**src/uhm_pkg.sv**
```systemverilog
package uhm_pkg;

   // Field and register widths
   localparam int KEY_W         = 8;
   localparam int COEF_W        = 16;
   localparam int MOD_W         = 16;
   localparam int LEN_W         = 3;
   localparam int POS_W         = 3;
   localparam int SUM_W         = 19;
   localparam int MAX_KEY_BYTES = 6;
   localparam int NUM_COEFS     = MAX_KEY_BYTES;

   // Reduction unit: one quotient bit per step over the full product width
   localparam int RED_W     = KEY_W + COEF_W;
   localparam int RED_STEPS = RED_W;
   localparam int RED_CNT_W = $clog2(RED_STEPS + 1);

   // Queue between front and back
   localparam int QUEUE_DEPTH = 2;
   localparam int QUEUE_PTR_W = (QUEUE_DEPTH > 1) ? $clog2(QUEUE_DEPTH) : 1;
   localparam int QUEUE_CNT_W = $clog2(QUEUE_DEPTH + 1);

   // Configuration port
   localparam int CSR_ADDR_W = 5;
   localparam int CSR_DATA_W = 32;

   // Register reset values
   localparam logic [MOD_W-1:0]  MODULUS_RESET = 16'd65521;
   localparam logic [LEN_W-1:0]  KEY_LEN_RESET = 3'd1;
   localparam logic [COEF_W-1:0] COEF_RESET    = 16'd1;

   typedef enum logic [2:0] {
      CSR_MODULUS    = 3'd0,
      CSR_KEY_LENGTH = 3'd1,
      CSR_COEF_0     = 3'd2,
      CSR_COEF_1     = 3'd3,
      CSR_COEF_2     = 3'd4,
      CSR_COEF_3     = 3'd5,
      CSR_COEF_4     = 3'd6,
      CSR_COEF_5     = 3'd7
   } csr_index_type;

   typedef logic [NUM_COEFS-1:0][COEF_W-1:0] coef_array_type;

   typedef struct packed {
      logic [KEY_W-1:0]  key_byte;
      logic [COEF_W-1:0] coef;
      logic              last;
   } queue_entry_type;

   typedef struct packed {
      logic full;
      logic empty;
   } queue_status_type;

   typedef struct packed {
      logic             start;
      logic [RED_W-1:0] value;
   } red_ctrl_type;

   typedef enum logic [2:0] {
      BK_IDLE,
      BK_MUL,
      BK_TERM,
      BK_SUM,
      BK_SUMWAIT,
      BK_OUT
   } back_state_type;

endpackage

```
**src/uhm_queue.sv**
```systemverilog
module uhm_queue (
   input  logic                     clock,
   input  logic                     reset,
   input  logic                     push,
   input  uhm_pkg::queue_entry_type push_data,
   input  logic                     pop,
   output uhm_pkg::queue_entry_type head,
   output uhm_pkg::queue_status_type status
);
   import uhm_pkg::*;

   queue_entry_type        entry_ff [QUEUE_DEPTH];
   logic [QUEUE_PTR_W-1:0] wr_ptr_ff, wr_ptr_in;
   logic [QUEUE_PTR_W-1:0] rd_ptr_ff, rd_ptr_in;
   logic [QUEUE_CNT_W-1:0] count_ff, count_in;
   logic                   do_push, do_pop;

   assign status.full  = (count_ff == QUEUE_CNT_W'(QUEUE_DEPTH));
   assign status.empty = (count_ff == '0);
   assign do_push      = push && !status.full;
   assign do_pop       = pop && !status.empty;
   assign head         = entry_ff[rd_ptr_ff];

   // Pointer and fill count update, pointers wrap at the depth
   always_comb begin
      wr_ptr_in = wr_ptr_ff;
      rd_ptr_in = rd_ptr_ff;
      count_in  = count_ff;
      if (do_push) begin
         wr_ptr_in = (wr_ptr_ff == QUEUE_PTR_W'(QUEUE_DEPTH - 1)) ? '0 : wr_ptr_ff + 1'b1;
      end
      if (do_pop) begin
         rd_ptr_in = (rd_ptr_ff == QUEUE_PTR_W'(QUEUE_DEPTH - 1)) ? '0 : rd_ptr_ff + 1'b1;
      end
      if (do_push && !do_pop) begin
         count_in = count_ff + 1'b1;
      end else if (do_pop && !do_push) begin
         count_in = count_ff - 1'b1;
      end
   end

   always_ff @(posedge clock) begin
      if (reset) begin
         wr_ptr_ff <= '0;
         rd_ptr_ff <= '0;
         count_ff  <= '0;
      end else begin
         wr_ptr_ff <= wr_ptr_in;
         rd_ptr_ff <= rd_ptr_in;
         count_ff  <= count_in;
      end
   end

   // Entry storage, no reset needed
   always_ff @(posedge clock) begin
      if (do_push) begin
         entry_ff[wr_ptr_ff] <= push_data;
      end
   end

endmodule

```
**src/uhm_front.sv**
```systemverilog
module uhm_front (
   input  logic                             clock,
   input  logic                             reset,
   input  logic                             req_valid,
   output logic                             req_stall,
   input  logic [uhm_pkg::KEY_W-1:0]        req_key_byte,
   input  logic [uhm_pkg::LEN_W-1:0]        key_length,
   input  uhm_pkg::coef_array_type          coefs,
   input  uhm_pkg::queue_status_type        q_status,
   output logic                             q_push,
   output uhm_pkg::queue_entry_type         q_data
);
   import uhm_pkg::*;

   logic [POS_W-1:0] pos_ff, pos_in;
   logic [POS_W-1:0] pos_clamped;
   logic [LEN_W-1:0] eff_len;
   logic             last;

   assign req_stall = q_status.full;
   assign q_push    = req_valid && !q_status.full;

   // Clamp position and length into the supported key range
   always_comb begin
      pos_clamped = (pos_ff > POS_W'(MAX_KEY_BYTES - 1)) ? POS_W'(MAX_KEY_BYTES - 1) : pos_ff;
      if (key_length == '0) begin
         eff_len = LEN_W'(1);
      end else if (key_length > LEN_W'(MAX_KEY_BYTES)) begin
         eff_len = LEN_W'(MAX_KEY_BYTES);
      end else begin
         eff_len = key_length;
      end
      last = (({1'b0, pos_clamped} + (POS_W + 1)'(1)) >= (POS_W + 1)'(eff_len));
   end

   // Tag the byte with its coefficient and whether it closes the key
   always_comb begin
      q_data.key_byte = req_key_byte;
      q_data.coef     = coefs[pos_clamped];
      q_data.last     = last;
      pos_in          = pos_ff;
      if (q_push) begin
         pos_in = last ? '0 : pos_clamped + 1'b1;
      end
   end

   always_ff @(posedge clock) begin
      if (reset) begin
         pos_ff <= '0;
      end else begin
         pos_ff <= pos_in;
      end
   end

endmodule

```
**src/uhm_reduce.sv**
```systemverilog
module uhm_reduce (
   input  logic                        clock,
   input  logic                        reset,
   input  uhm_pkg::red_ctrl_type       ctrl,
   input  logic [uhm_pkg::MOD_W-1:0]   modulus,
   output logic                        done,
   output logic [uhm_pkg::MOD_W-1:0]   result
);
   import uhm_pkg::*;

   // Restoring reduction, one dividend bit per cycle, MSB first
   logic [RED_W-1:0]     val_ff, val_in;
   logic [MOD_W:0]       rem_ff, rem_in;
   logic [RED_CNT_W-1:0] cnt_ff, cnt_in;
   logic                 busy_ff, busy_in;
   logic                 done_ff, done_in;
   logic [MOD_W:0]       trial;

   always_comb begin
      val_in  = val_ff;
      rem_in  = rem_ff;
      cnt_in  = cnt_ff;
      busy_in = busy_ff;
      done_in = 1'b0;
      trial   = {rem_ff[MOD_W-1:0], val_ff[RED_W-1]};
      if (ctrl.start) begin
         val_in  = ctrl.value;
         rem_in  = '0;
         cnt_in  = RED_CNT_W'(RED_STEPS);
         busy_in = 1'b1;
      end else if (busy_ff) begin
         rem_in = (trial >= {1'b0, modulus}) ? trial - {1'b0, modulus} : trial;
         val_in = {val_ff[RED_W-2:0], 1'b0};
         cnt_in = cnt_ff - 1'b1;
         if (cnt_ff == RED_CNT_W'(1)) begin
            busy_in = 1'b0;
            done_in = 1'b1;
         end
      end
   end

   always_ff @(posedge clock) begin
      if (reset) begin
         busy_ff <= 1'b0;
         done_ff <= 1'b0;
         cnt_ff  <= '0;
      end else begin
         busy_ff <= busy_in;
         done_ff <= done_in;
         cnt_ff  <= cnt_in;
      end
   end

   always_ff @(posedge clock) begin
      val_ff <= val_in;
      rem_ff <= rem_in;
   end

   // A zero modulus reduces everything to zero
   assign done   = done_ff;
   assign result = (modulus == '0) ? '0 : rem_ff[MOD_W-1:0];

endmodule

```
**src/uhm_back.sv**
```systemverilog
module uhm_back (
   input  logic                           clock,
   input  logic                           reset,
   input  uhm_pkg::queue_status_type      q_status,
   input  uhm_pkg::queue_entry_type       q_head,
   output logic                           q_pop,
   output uhm_pkg::red_ctrl_type          red_ctrl,
   input  logic                           red_done,
   input  logic [uhm_pkg::MOD_W-1:0]      red_result,
   output logic                           rsp_valid,
   input  logic                           rsp_stall,
   output logic [uhm_pkg::MOD_W-1:0]      rsp_hash_value
);
   import uhm_pkg::*;

   back_state_type   state_ff, state_in;
   logic [RED_W-1:0] prod_ff, prod_in;
   logic             last_ff, last_in;
   logic [SUM_W-1:0] sum_ff, sum_in;
   logic             rsp_valid_ff, rsp_valid_in;
   logic [MOD_W-1:0] rsp_hash_ff, rsp_hash_in;

   // Sequencer: product, term reduction, accumulate; final reduction and output after a key's last byte
   always_comb begin
      state_in       = state_ff;
      prod_in        = prod_ff;
      last_in        = last_ff;
      sum_in         = sum_ff;
      rsp_hash_in    = rsp_hash_ff;
      rsp_valid_in   = rsp_valid_ff && rsp_stall;
      q_pop          = 1'b0;
      red_ctrl.start = 1'b0;
      red_ctrl.value = prod_ff;
      unique case (state_ff)
         BK_IDLE: begin
            if (!q_status.empty) begin
               q_pop    = 1'b1;
               prod_in  = RED_W'(q_head.coef) * RED_W'(q_head.key_byte);
               last_in  = q_head.last;
               state_in = BK_MUL;
            end
         end
         BK_MUL: begin
            red_ctrl.start = 1'b1;
            state_in       = BK_TERM;
         end
         BK_TERM: begin
            if (red_done) begin
               sum_in   = sum_ff + SUM_W'(red_result);
               state_in = last_ff ? BK_SUM : BK_IDLE;
            end
         end
         BK_SUM: begin
            red_ctrl.start = 1'b1;
            red_ctrl.value = RED_W'(sum_ff);
            state_in       = BK_SUMWAIT;
         end
         BK_SUMWAIT: begin
            if (red_done) begin
               sum_in   = '0;
               state_in = BK_OUT;
            end
         end
         BK_OUT: begin
            // Result stays in the reduction unit until the output register frees up
            if (!rsp_valid_ff || !rsp_stall) begin
               rsp_valid_in = 1'b1;
               rsp_hash_in  = red_result;
               state_in     = BK_IDLE;
            end
         end
         default: begin
            state_in = BK_IDLE;
         end
      endcase
   end

   always_ff @(posedge clock) begin
      if (reset) begin
         state_ff     <= BK_IDLE;
         sum_ff       <= '0;
         rsp_valid_ff <= 1'b0;
      end else begin
         state_ff     <= state_in;
         sum_ff       <= sum_in;
         rsp_valid_ff <= rsp_valid_in;
      end
   end

   always_ff @(posedge clock) begin
      prod_ff     <= prod_in;
      last_ff     <= last_in;
      rsp_hash_ff <= rsp_hash_in;
   end

   assign rsp_valid      = rsp_valid_ff;
   assign rsp_hash_value = rsp_hash_ff;

endmodule

```
**src/universal_hash_mod_prime.sv**
```systemverilog
// Universal hash of a key of up to six bytes, as a dot product modulo a
// programmable modulus. Key bytes enter one per transfer on the req channel;
// the last byte of each key (set by key_length) yields one hash on the rsp
// channel, earlier bytes yield nothing. The front end tags each byte with its
// coefficient and end-of-key flag and queues up to two bytes; the back end
// works them off with one shared bit-serial reduction unit: a byte is
// multiplied, reduced in 24 steps after a start, then accumulated; a key's
// last byte adds the final reduction of the sum and the output register load.
// The 24-step reduction sets the rate. The user must write registers through
// the APB port only while no byte is in flight; the block does not check.
module universal_hash_mod_prime (
   input  logic                              clock,
   input  logic                              reset,
   input  logic                              req_valid,
   output logic                              req_stall,
   input  logic [uhm_pkg::KEY_W-1:0]         req_key_byte,
   output logic                              rsp_valid,
   input  logic                              rsp_stall,
   output logic [uhm_pkg::MOD_W-1:0]         rsp_hash_value,
   input  logic                              psel,
   input  logic                              penable,
   input  logic                              pwrite,
   input  logic [uhm_pkg::CSR_ADDR_W-1:0]    paddr,
   input  logic [uhm_pkg::CSR_DATA_W-1:0]    pwdata,
   output logic [uhm_pkg::CSR_DATA_W-1:0]    prdata,
   output logic                              pready
);
   import uhm_pkg::*;

   logic [MOD_W-1:0] modulus_ff, modulus_in;
   logic [LEN_W-1:0] key_len_ff, key_len_in;
   coef_array_type   coef_ff, coef_in;
   csr_index_type    csr_index;
   logic             csr_write;

   queue_status_type q_status;
   queue_entry_type  q_push_data, q_head;
   logic             q_push, q_pop;
   red_ctrl_type     red_ctrl;
   logic             red_done;
   logic [MOD_W-1:0] red_result;

   // Register file
   assign pready    = 1'b1;
   assign csr_write = psel && penable && pwrite && pready;
   assign csr_index = csr_index_type'(paddr[CSR_ADDR_W-1:2]);

   always_comb begin
      modulus_in = modulus_ff;
      key_len_in = key_len_ff;
      coef_in    = coef_ff;
      if (csr_write) begin
         unique case (csr_index)
            CSR_MODULUS:    modulus_in = pwdata[MOD_W-1:0];
            CSR_KEY_LENGTH: key_len_in = pwdata[LEN_W-1:0];
            CSR_COEF_0:     coef_in[0] = pwdata[COEF_W-1:0];
            CSR_COEF_1:     coef_in[1] = pwdata[COEF_W-1:0];
            CSR_COEF_2:     coef_in[2] = pwdata[COEF_W-1:0];
            CSR_COEF_3:     coef_in[3] = pwdata[COEF_W-1:0];
            CSR_COEF_4:     coef_in[4] = pwdata[COEF_W-1:0];
            CSR_COEF_5:     coef_in[5] = pwdata[COEF_W-1:0];
            default:        modulus_in = modulus_ff;
         endcase
      end
   end

   // Read back
   always_comb begin
      unique case (csr_index)
         CSR_MODULUS:    prdata = CSR_DATA_W'(modulus_ff);
         CSR_KEY_LENGTH: prdata = CSR_DATA_W'(key_len_ff);
         CSR_COEF_0:     prdata = CSR_DATA_W'(coef_ff[0]);
         CSR_COEF_1:     prdata = CSR_DATA_W'(coef_ff[1]);
         CSR_COEF_2:     prdata = CSR_DATA_W'(coef_ff[2]);
         CSR_COEF_3:     prdata = CSR_DATA_W'(coef_ff[3]);
         CSR_COEF_4:     prdata = CSR_DATA_W'(coef_ff[4]);
         CSR_COEF_5:     prdata = CSR_DATA_W'(coef_ff[5]);
         default:        prdata = '0;
      endcase
   end

   always_ff @(posedge clock) begin
      if (reset) begin
         modulus_ff <= MODULUS_RESET;
         key_len_ff <= KEY_LEN_RESET;
         coef_ff    <= {NUM_COEFS{COEF_RESET}};
      end else begin
         modulus_ff <= modulus_in;
         key_len_ff <= key_len_in;
         coef_ff    <= coef_in;
      end
   end

   uhm_front u_front (
      .clock        (clock),
      .reset        (reset),
      .req_valid    (req_valid),
      .req_stall    (req_stall),
      .req_key_byte (req_key_byte),
      .key_length   (key_len_ff),
      .coefs        (coef_ff),
      .q_status     (q_status),
      .q_push       (q_push),
      .q_data       (q_push_data)
   );

   uhm_queue u_queue (
      .clock     (clock),
      .reset     (reset),
      .push      (q_push),
      .push_data (q_push_data),
      .pop       (q_pop),
      .head      (q_head),
      .status    (q_status)
   );

   uhm_reduce u_reduce (
      .clock   (clock),
      .reset   (reset),
      .ctrl    (red_ctrl),
      .modulus (modulus_ff),
      .done    (red_done),
      .result  (red_result)
   );

   uhm_back u_back (
      .clock          (clock),
      .reset          (reset),
      .q_status       (q_status),
      .q_head         (q_head),
      .q_pop          (q_pop),
      .red_ctrl       (red_ctrl),
      .red_done       (red_done),
      .red_result     (red_result),
      .rsp_valid      (rsp_valid),
      .rsp_stall      (rsp_stall),
      .rsp_hash_value (rsp_hash_value)
   );

endmodule

```
**config.mk**
```make
export PLATFORM = sky130hd
export DESIGN_NAME = universal_hash_mod_prime
export DESIGN_NICKNAME = d
export VERILOG_FILES = /design/src/uhm_pkg.sv /design/src/uhm_queue.sv /design/src/uhm_front.sv /design/src/uhm_reduce.sv /design/src/uhm_back.sv /design/src/universal_hash_mod_prime.sv
export SDC_FILE = /design/constraint.sdc
export NUM_CORES = 1
export LEC_CHECK = 0
export BUFFER_PORTS_ARGS = -buffer_cell sky130_fd_sc_hd__buf_2
export CAP_MARGIN = 10
export CELL_PAD_IN_SITES_DETAIL_PLACEMENT = 0
export CELL_PAD_IN_SITES_GLOBAL_PLACEMENT = 1
export CORE_MARGIN = 4
export CORE_UTILIZATION = 30
export CTS_BUF_LIST = sky130_fd_sc_hd__clkbuf_2 sky130_fd_sc_hd__clkbuf_4 sky130_fd_sc_hd__clkbuf_8
export DETAILED_ROUTE_END_ITERATION = 7
export GPL_TIMING_DRIVEN = 1
export HOLD_SLACK_MARGIN = 0.05
export PLACE_DENSITY = 0.66
export SLEW_MARGIN = 5
export SYNTH_ARGS = -nofsm -noshare
export SYNTH_HDL_FRONTEND = slang
export SYNTH_HIERARCHICAL = 1
export SYNTH_SLANG_ARGS = --single-unit
export TNS_END_PERCENT = 20
```
**constraint.sdc**
```tcl
create_clock -name clock -period 7.55 [get_ports clock]
set_clock_uncertainty 0.15 [all_clocks]
set_input_delay 0.755 -clock clock [delete_from_list [all_inputs] [get_ports clock]]
set_output_delay 0.755 -clock clock [all_outputs]
set_load 0.01 [all_outputs]
```
==> Yosys cells after proc, flatten, opt, wreduce, memory -nomap -nowiden <==
Memories as Yosys holds them, arrays and structs flattened. A register that Yosys moved wholly into a read port is not among the register bits.
Index checks and enable logic that the tools add are counted.
{ "totals": {"regBits": 233, "latch_bits": 0, "mem_bits_rw": 50, "rom_bits": 0, "output_inout_bits": 51, "mem_count": 1} }
{ "classes": {"add_sub_neg": 9, "multipliers": 1, "n_div": 0, "n_lt_le_gt_ge": 5, "n_eq_ne": 18, "n_shift": 0, "n_mux": 40, "bitwise": 2, "reduce_logical": 38} }
{ "memory_table": {"columns": ["memory", "depth", "width", "rd", "rd_ports_with_merged_regs", "write_ports", "line_no", "rtl"], "rows": [
  ["u_queue.entry_ff", 2, 25, 1, 1, 1, "uhm_queue.sv:12", "queue_entry_type entry_ff [QUEUE_DEPTH];"]
]} }
{ "op_table": {"columns": ["operator", "n"], "rows": [
  ["32-bit case mux with 8 select lines", 1],
  ["24-bit two-way mux", 3],
  ["16-bit binary-select mux with 3-bit select", 1],
  ["16-bit two-way mux", 3],
  ["19-bit two-way mux", 2],
  ["19-bit case mux with 2 select lines", 1],
  ["16-bit by 8-bit multiplier with 24-bit output", 1],
  ["3-bit two-way mux", 8],
  ["2-bit AND reduction", 10],
  ["19-bit by 16-bit adder with 19-bit output", 1],
  ["3-bit equality test (second input constant)", 6],
  ["3-bit case mux with 6 select lines", 1],
  ["17-bit by 16-bit greater-or-equal comparator with 1-bit output", 1],
  ["16-bit logical NOT", 1],
  ["16-bit subtractor", 1],
  ["1-bit two-way mux", 15],
  ["3-bit by 2-bit equality test with 1-bit output (second input constant)", 4],
  ["5-bit two-way mux", 2],
  ["3-bit logical NOT", 3],
  ["1-bit logical AND", 8],
  ["3-bit by 1-bit equality test with 1-bit output (second input constant)", 2],
  ["3-bit > comparator (second input constant)", 2],
  ["1-bit logical NOT", 6],
  ["2-bit two-way mux", 3],
  ["20 further kinds", 27]
]} }

==> Logic depth before layout (Yosys ltp) <==
Gate-level depths: netlist of run 1.
{ "logic_depth": {"depth_word": 8, "ltp_mapped": 21} }

==> Cells and area by module <==
The synthesis of run 1 kept the hierarchy.
{ "by_module_without_submodules": {"columns": ["mod", "n_inst", "cells_each", "area_each_um2", "seq_area_each_um2"], "rows": [
  ["uhm_back", 1, 755, 7219.4, 1691.6],
  ["universal_hash_mod_prime", 1, 682, 5301.3, 2302.2],
  ["uhm_reduce", 1, 318, 3096.7, 1181.1],
  ["uhm_queue", 1, 103, 2020.7, 1601.5],
  ["uhm_front", 1, 130, 1059.8, 60.1]
]} }

==> Worst setup path after synthesis of run 1 <==
Ideal clock, no wire load.
{ "synth_path": {"path_type": "reg-to-reg", "start": "register with a tool-made name", "end": "register u_back.prod_ff[22] (data pin)", "t_arrival_ps": 5188, "required_ps": 7140, "slack_ps": 1952, "path_stages_with_launch": 21, "n_path_buf": 4, "period_less_slack_ps": 5598, "cell_sequence": "dfxtp_1 -> buf_2 -> buf_4 -> mux2_2 -> clkbuf_1 -> and2_1 -> fa_1 -> fa_1 -> fa_1 -> inv_1 -> fa_1 -> inv_1 -> ha_1 -> buf_2 -> nand3_2 -> nor2_1 -> a31o_1 -> o31a_1 -> a211o_2 -> a221oi_2 -> xnor2_1"} }
{ "synth_rtl": {"columns": ["item", "line_no", "rtl"], "rows": [
  ["end signal: assignment", "uhm_back.sv:91", "prod_ff <= prod_in;"],
  ["end: declaration", "uhm_back.sv:17", "logic [RED_W-1:0] prod_ff, prod_in;"]
]} }

==> results of run 1 <==
per-layer routing:
| layer | share of wire | track usage | vias up | wire, µm |
|---|---|---|---|---|
| met1 | 0.46 | 0.211 | 7045 | 24300 |
| li1 | - | - | 6922 | - |
| met3 | 0.053 | 0.0268 | 76 | 2790 |
| met5 | 0 | 0 | - | 0 |
| met2 | 0.46 | 0.250 | 353 | 24000 |
| met4 | 0.031 | 0.0534 | 0 | 1610 |
metrics by stage:
| stage | setup slack, ps | hold WS, ps | std cells | area, µm² |
|---|---|---|---|---|
| global placement | 1170 | 306 | 2794 | 19600 |
| global route | 777 | 124 | 2888 | 20600 |
| floorplan | 1950 | 294 | 2003 | 18800 |
| detailed placement | 1140 | 310 | 2794 | 19600 |
| CTS | 1100 | 106 | 2886 | 20600 |
| finish | 1160 | 160 | 2888 | 20600 |
registers in the layout, summed over array words and instances, names as in the netlist, 5 cells and up, named ones only:
name / cells
u_reduce/val_ff: 24
coef_ff: 96
u_reduce/cnt_ff: 5
u_back/sum_ff: 19
u_back/rsp_hash_value: 16
u_reduce/rem_ff: 16
modulus_ff: 16
u_queue/entry_ff: 50
u_back/prod_ff: 24
cell type report:
class                           instances  area share
Multi-Input combinational cell       1442       0.517
Timing Repair Buffer                   86      0.0233
Antenna cell                            2    0.000242
Clock buffer                           72      0.0423
Clock inverter                         20     0.00855
Tap cell                              837      0.0507
Inverter                              145      0.0264
Sequential cell                       284       0.331
how the worst max path moves through the flow:
stage               slack, ps  from  cells after the start                            to
floorplan                1950  flop                     20  u_back/prod_ff[22]$_DFFE_PP_
global placement         1170  flop                     16  u_back/prod_ff[23]$_DFFE_PP_
detailed placement       1140  flop                     17  u_back/prod_ff[23]$_DFFE_PP_
CTS                      1100  flop                     17  u_back/prod_ff[23]$_DFFE_PP_
global route              780  flop                     16  u_back/prod_ff[23]$_DFFE_PP_
finish                   1160  flop                     16  u_back/prod_ff[23]$_DFFE_PP_
worst max-delay path: cells and delay by family (launching register included):
kind                       cells  cell delay, ps
buffers and inverters          2             110
DFF                            1             890
muxes                          1             570
adders and majority gates      5            2550
and+or+nand+nor                4             800
AOI/OAI and AO/OA              4            1030
layout by cell type (no fill, tap or decap), drive strengths merged, types with 38 or more instances in the layout:
master / n
clkbuf: 72
mux2i: 38
and2: 133
buf: 86
inv: 147
dfxtp: 169
ha: 81
fa: 86
a21oi: 148
edfxtp: 115
o21ai: 92
nor2: 104
mux2: 76
nand2: 269
cells by family (layout without fill, tap and decap cells):
| kind of cell | after synthesis | after routing | synth area share |
|---|---|---|---|
| AO/OA/AOI/OAI | 433 | 433 | 0.151 |
| other | 2 | 19 | 0.000402 |
| AND/OR/NAND/NOR | 660 | 660 | 0.175 |
| flip-flops | 284 | 284 | 0.366 |
| adder cells (fa/ha/maj) | 167 | 167 | 0.146 |
| buffers and inverters | 277 | 323 | 0.0670 |
| multiplexers | 120 | 120 | 0.0733 |
| XOR/XNOR | 45 | 45 | 0.0211 |
==> results.yml, run 1 <==
worst_setup_path:
  regToRegSetupSlack_ps: 1160
  r2r-end: "u_back/prod_ff[23]$_DFFE_PP_"
  reg2reg_depth: 16
  path_cells: "mux2_2 -> and2_1 -> fa_1 -> fa_1 -> fa_1 -> inv_1 -> fa_1 -> inv_1 -> ha_1 -> nand2_1 -> a211oi_1 -> o31ai_1 -> a21oi_1 -> nor3_1 -> or2_2 -> o311a_1"
  worstPathRequired_ps: 7780
  path_max_fanout: 18
  worst_setup_path_end_kind: "flop"
  crit_path_start_kind: "flop"
  crit_path_top_delay_cell: "dfxtp_1"
  arrival_ps: 6620
  critical_path_class: "reg -> reg"
  max_stage_delay_ps: 890
  cpMostUsedCell: "fa_1"
place:
  hpwlAfterDp_um: 37000
  numPortBuffers: 67
  place_congestion: 0.852
route:
  wirelength_um: 52700
  ant_nets: 0
  drt_first_pass_iters: 6
  post_drt_wl_per_cell_um: 18.2
  drt_iter0_drc: 1157
  drc: 0
  via_per_inst: 4.98
  num_vias: 14400
cts:
  path_clk_slew_ps: 60
  cts_hold_buf: 0
  numCtsBuffers: 51
  clock_path_buffers: 3
  cts_htree_levels: 2
  cts.sinks: 284
  cts_tree: "done"
  ctsRootBufferMaster: "clkbuf_8"
  insertion_delay_ps: 680
  cts_setup_buffers: 0
  cts_resized: 0
final_layout:
  syn_to_final_growth_pct: 10.4
  fin_util: 0.334
  fin_nets: 2229
  multi_input_area_um2: 10700
  fill_cells: 6420
  regArea_um2: 6840
  drive_gt1_frac: 0.141
grt:
  grt_overflow_total: 0
  grt_pass1_wl_um: 82600
  grt_max_degree: 75
  antenna_found_initial: 2
  grt_util_all_layers: 0.155
  grt_pass1_vias: 14400
synthesis:
  synth_top_area_share: 0.185
  synth-async-reset-ratio: 0
  ys_ff_latch: 284
  syn_area_per_cell_um2: 9.41
  ys_types: 88
  synth_top_cell_by_area: "edfxtp_1"
  yosysSeqAreaShare: 0.366
  syn_inst: 1988
  synthesis.area_um2: 18700
  synth_common_cells: "268 x nand2_1, 169 x dfxtp_1, 147 x a21oi_1"
  synth_edf_count: 115
  yosysMostFrequentCell: "nand2_1"
  yosysWarnings: 6
  synth_top_cells_by_area: "edfxtp_1 18%, dfxtp_1 18%, fa_1 9.2%, ha_1 5.4%, nand2_1 5.4%"
  synth_ff_type: "dfxtp_1"
timing:
  finalHoldViolCount: 0
  max_slew_margin: 0.274
  final-setup-viol-count: 0
  setup_tns_ps: 0
  worst_pin_slew_ps: 1090
  report.final.slew_viol_count: 0
  final.period_utilization: 0.846
  rsz0062_at_grt: "false"
  max_freq_ghz: 0.157
  fin_crit_ps: 6390
floorplan:
  start_util: 0.303
  die_area_um2: 66400
  rows: 91
  io_pins: 103
  fp.dieW_um: 258
  die_h_um: 258
  core_um2: 61700
worst_hold_path:
  holdCritStartpoint: "req_key_byte[3]"
  min_path_cells: 1
  min_to: "u_queue/entry_ff[1][20]$_DFFE_PP_"
  hold_path.class: "in -> reg"
run_status:
  outcome: "completed"
flow_run:
  max_cap_viol_count: 0
Power of run 1 is left out: the tool's default activity adds up to more than one toggle a clock period on the data nets, which glitch-free logic cannot reach.
==> run 2: changes to the inputs <==
clock period = 6.1 ns   (was 7.55 ns; I/O delays follow)
==> results.yml, run 2 (same netlist as run 1, synthesis figures left out) <==
grt:
  grt_pass1_vias: 14400
  grt_max_degree: 91
  antenna_found_initial: 2
  grt_overflow_total: 0
  grt_pass1_wl_um: 82700
  grt_util_all_layers: 0.155
route:
  wirelength_um: 52800
  ant_nets: 0
  drt_iter0_drc: 1034
  post_drt_wl_per_cell_um: 18.2
  via_per_inst: 4.96
  drc: 0
  drt_first_pass_iters: 5
  num_vias: 14400
timing:
  max_slew_margin: 0.283
  fin_crit_ps: 5800
  setup_tns_ps: 0
  finalHoldViolCount: 0
  max_freq_ghz: 0.172
  rsz0062_at_grt: "false"
  final.period_utilization: 0.951
  worst_pin_slew_ps: 1070
  hold_ws_ps: 104
  worst_slack_ps: 299
  report.final.slew_viol_count: 0
  final-setup-viol-count: 0
worst_setup_path:
  r2r-end: "u_back/prod_ff[23]$_DFFE_PP_"
  crit_path_top_delay_cell: "fa_1"
  critical_path_class: "reg -> reg"
  cp_num_buf_inv: 3
  max_stage_delay_ps: 570
  worst_setup_path_end_kind: "flop"
  cp_top_family: "adder cells"
  worstPathRequired_ps: 6320
  arrival_ps: 6020
  cpMostUsedCell: "fa_1"
  regToRegSetupSlack_ps: 300
  path_cells: "buf_12 -> mux2_2 -> and2_1 -> fa_1 -> fa_1 -> fa_1 -> inv_1 -> fa_1 -> inv_1 -> ha_1 -> nand3_2 -> a211oi_1 -> o31ai_1 -> a21oi_1 -> nor3_1 -> or2_2 -> o311a_1"
  reg2reg_depth: 17
  crit_path_start_kind: "flop"
  path_max_fanout: 25
cts:
  cts_setup_buffers: 0
  numCtsBuffers: 52
  cts.sinks: 284
  insertion_delay_ps: 690
  cts_tree: "done"
  path_clk_slew_ps: 60
  clock_path_buffers: 3
  cts_hold_buf: 18
  cts_htree_levels: 2
  ctsRootBufferMaster: "clkbuf_8"
  cts_resized: 0
final_layout:
  largest_register_ffs: 96
  drive_gt1_frac: 0.143
  layout_commonest_cell: "nand2_1"
  largest_register: "coef_ff"
  syn_to_final_growth_pct: 12.4
  fin_nets: 2247
  fill_cells: 6386
  layout_common_cells: "268 x nand2_1, 169 x dfxtp_1, 147 x a21oi_1"
  reg_top3: "coef_ff: 96 flops, u_queue/entry_ff: 50 flops"
place:
  hpwlAfterDp_um: 37200
  numPortBuffers: 67
  place_congestion: 0.855
  pre_cts_ws_ps: 316
flow_run:
  max_cap_viol_count: 0
floorplan:
  io_pins: 103
  start_util: 0.303
  fp.dieW_um: 258
  core_um2: 61700
  die_area_um2: 66400
  die_h_um: 258
  rows: 91
run_status:
  outcome: "completed"
worst_hold_path:
  holdCritStartpoint: "pwdata[8]"
  hold_path.class: "in -> reg"
  min_to: "coef_ff[56]$_SDFFE_PP0P_"
  min_path_cells: 3
## run 2: cell type report
| cell class | instances | area (µm²) | area share |
|---|---|---|---|
| clock inverter | 24 | 282 | 0.0134 |
| clock buffer | 73 | 955 | 0.0454 |
| timing repair buffer | 103 | 666 | 0.0317 |
| antenna | 1 | 2.50 | 0.000119 |
| sequential | 284 | 6840 | 0.325 |
| inverter | 145 | 544 | 0.0259 |
| tap | 837 | 1050 | 0.0498 |
| multi-input combinational | 1442 | 10700 | 0.508 |
## run 2: per-stage QoR
step,util,instance area [µm²],cells
2_1_floorplan,-,18800,2003
3_3_place_gp,0.317,19600,2793
3_5_place_dp,0.317,19600,2793
4_1_cts,0.340,21000,2908
5_1_grt,0.340,21000,2909
6_report,0.340,21000,2909
## run 2: worst max-delay path by stage
stage               start                      endpoint  slack [ps]  cells after the start
CTS                  flop  u_back/prod_ff[23]$_DFFE_PP_         300                     17
detailed placement   flop  u_back/prod_ff[23]$_DFFE_PP_         320                     17
floorplan            flop  u_back/prod_ff[22]$_DFFE_PP_         500                     20
global placement     flop  u_back/prod_ff[23]$_DFFE_PP_         340                     17
global route         flop  u_back/prod_ff[23]$_DFFE_PP_          40                     17
finish               flop  u_back/prod_ff[23]$_DFFE_PP_         300                     17
## run 2: metal layers
layer  vias up  GRT usage  share of wire
li1       6954          -              -
met1      6986      0.208           0.45
met2       403      0.252           0.46
met3        86     0.0319          0.062
met4         0     0.0482          0.030
met5         -          0              0
## run 2: worst min-delay path: stages
cell,delay (ps)
buf_2,160
nand2_1,70
a21oi_1,50
Power of run 2 is left out for the same reason.
==> run 3: changes to the inputs <==
ABC_AREA = 1   (was default)
PLACE_DENSITY = 0.69   (was 0.66)
clock period = 5.9 ns   (was 6.1 ns; I/O delays follow)
==> results.yml, run 3 <==
timing:
  report.final.slew_viol_count: 0
  finalHoldViolCount: 0
  final-setup-viol-count: 0
  setup_tns_ps: 0
  rsz0062_at_grt: "false"
  max_freq_ghz: 0.188
  final.period_utilization: 0.902
  max_slew_margin: 0.183
  worst_pin_slew_ps: 1220
  fin_crit_ps: 5320
synthesis:
  synthesis.area_um2: 19900
  synth_top_cells_by_area: "edfxtp_1 17%, dfxtp_1 17%, nand2_1 13%, fa_1 8.7%, inv_1 7.7%"
  synth_common_cells: "702 x nand2_1, 409 x inv_1, 361 x nor2_1"
  synth_top_cell_by_area: "edfxtp_1"
  synth_top_area_share: 0.174
  ys_ff_latch: 284
  syn_inst: 2724
  syn_area_per_cell_um2: 7.30
  synth-async-reset-ratio: 0
  ys_types: 55
  yosysMostFrequentCell: "nand2_1"
  yosysSeqAreaShare: 0.344
  synth_edf_count: 115
  synth_ff_type: "dfxtp_1"
  yosysWarnings: 6
grt:
  grt_pass1_vias: 17000
  grt_max_degree: 116
  grt_overflow_total: 0
  antenna_found_initial: 5
  grt_pass1_wl_um: 92200
  grt_util_all_layers: 0.162
worst_setup_path:
  path_cells: "buf_12 -> mux2_2 -> nand2_1 -> inv_1 -> fa_1 -> fa_1 -> fa_1 -> inv_1 -> fa_1 -> inv_1 -> ha_1 -> a21oi_1 -> o21ai_0 -> o21ai_0 -> nand3_1 -> nand2_1 -> nand2_1"
  cp_num_buf_inv: 4
  crit_path_top_delay_cell: "fa_1"
  cpMostUsedCell: "fa_1"
  worst_setup_path_end_kind: "flop"
  crit_path_start_kind: "flop"
  arrival_ps: 5540
  max_stage_delay_ps: 560
  path_max_fanout: 25
  worstPathRequired_ps: 6120
  cp_top_family: "adder cells"
  critical_path_class: "reg -> reg"
floorplan:
  io_pins: 103
  die_area_um2: 70400
  fp.dieW_um: 265
  core_um2: 65700
  rows: 94
  start_util: 0.302
  die_h_um: 265
cts:
  path_clk_slew_ps: 60
  insertion_delay_ps: 680
  cts.sinks: 284
  cts_tree: "done"
  ctsRootBufferMaster: "clkbuf_8"
  cts_setup_buffers: 0
  numCtsBuffers: 54
  clock_path_buffers: 3
  cts_htree_levels: 2
route:
  num_vias: 17000
  drt_first_pass_iters: 6
  via_per_inst: 4.65
  drc: 0
  ant_nets: 0
  drt_iter0_drc: 1218
  wirelength_um: 57800
  post_drt_wl_per_cell_um: 15.8
place:
  place_congestion: 0.884
  dp_cells: 3538
  numPortBuffers: 67
  hpwlAfterDp_um: 41900
final_layout:
  layout_common_cells: "702 x nand2_1, 408 x inv_1, 358 x nor2_1"
  drive_gt1_frac: 0.108
  largest_register: "coef_ff"
  largest_register_ffs: 96
  syn_to_final_growth_pct: 10.4
  reg_top3: "coef_ff: 96 flops, u_queue/entry_ff: 50 flops"
  fin_nets: 2959
  stdcell_count: 3650
  layout_commonest_cell: "nand2_1"
worst_hold_path:
  holdCritStartpoint: "pwdata[5]"
  hold_path.class: "in -> reg"
flow_run:
  max_cap_viol_count: 0
run_status:
  outcome: "completed"
## run 3: cell types whose count changed after synthesis, moves of 21 or more
cell      delta
mux2_2      -71
nand4_1     +55
nand2_2     +27
and2_1     -127
nand2_1    +434
nor2_1     +263
a21oi_1     -67
mux2i_1     -38
inv_1      +266
nand3_1    +127
o21ai_0     +70
a211oi_1    -21
nor2b_1     -29
## run 3: kinds of logic (layout without fill, tap and decap cells)
family / count (synthesis) / after routing / share of synthesized area
simple gates: 1364 / 1364 / 0.293
buf+inv: 572 / 618 / 0.121
compound gates: 287 / 287 / 0.0760
flops: 284 / 284 / 0.344
fa+ha+maj: 167 / 167 / 0.138
mux: 25 / 25 / 0.0179
xor+xnor: 23 / 23 / 0.0101
other cells: 2 / 18 / 0.000378
## run 3: final cells by class
cell class                      count  area, µm²
Timing Repair Buffer               89        538
Fill cell                        6963      43800
Tap cell                          864       1080
Multi-Input combinational cell   1883      10700
Clock buffer                       84       1040
Clock inverter                     17        141
Sequential cell                   284       6840
Antenna cell                        1       2.50
Inverter                          428       1610
## run 3: worst reg2reg max path, stage by stage, from the launching register on
cell and delay [ps]:
dfxtp_1 350, buf_12 210, mux2_2 490, nand2_1 100
inv_1 50, fa_1 480, fa_1 520, fa_1 560
inv_1 60, fa_1 530, inv_1 40, ha_1 390
a21oi_1 350, o21ai_0 200, o21ai_0 320, nand3_1 110
nand2_1 80, nand2_1 50
## run 3: per-stage QoR
stage          cell area [µm²]  setup WS [ps]  hold slack [ps]   util
6_report                 22000            580              113  0.334
2_1_floorplan            19900            896              292      -
4_1_cts                  22000            585             50.8  0.334
3_3_place_gp             20700            663              317  0.314
5_1_grt                  22000            228             86.0  0.334
3_5_place_dp             20700            660              324  0.314
## run 3: worst paths after layout
kind / slack, ps / cells past startpoint / to
max reg2reg: 580 / 17 / u_back/prod_ff[23]$_DFFE_PP_
min: 110 / 3 / modulus_ff[5]$_SDFFE_PP1P_
min reg2reg: 330 / 2 / u_reduce/cnt_ff[0]$_SDFFE_PP0P_
max: 580 / 17 / u_back/prod_ff[23]$_DFFE_PP_
## run 3: per-layer routing
layer  part of all wire  GRT usage  up-vias
li1                   -          -     8533
met2               0.46      0.267      408
met1               0.45      0.214     7914
met4              0.039     0.0635        4
met5            0.00035          0        -
met3              0.045     0.0237      125
## run 3: timing repair
action	CTS	global route
gates resized for setup	0	0
endpoints found under the hold margin	18	0
hold buffers	10	0
Power of run 3 is left out for the same reason.
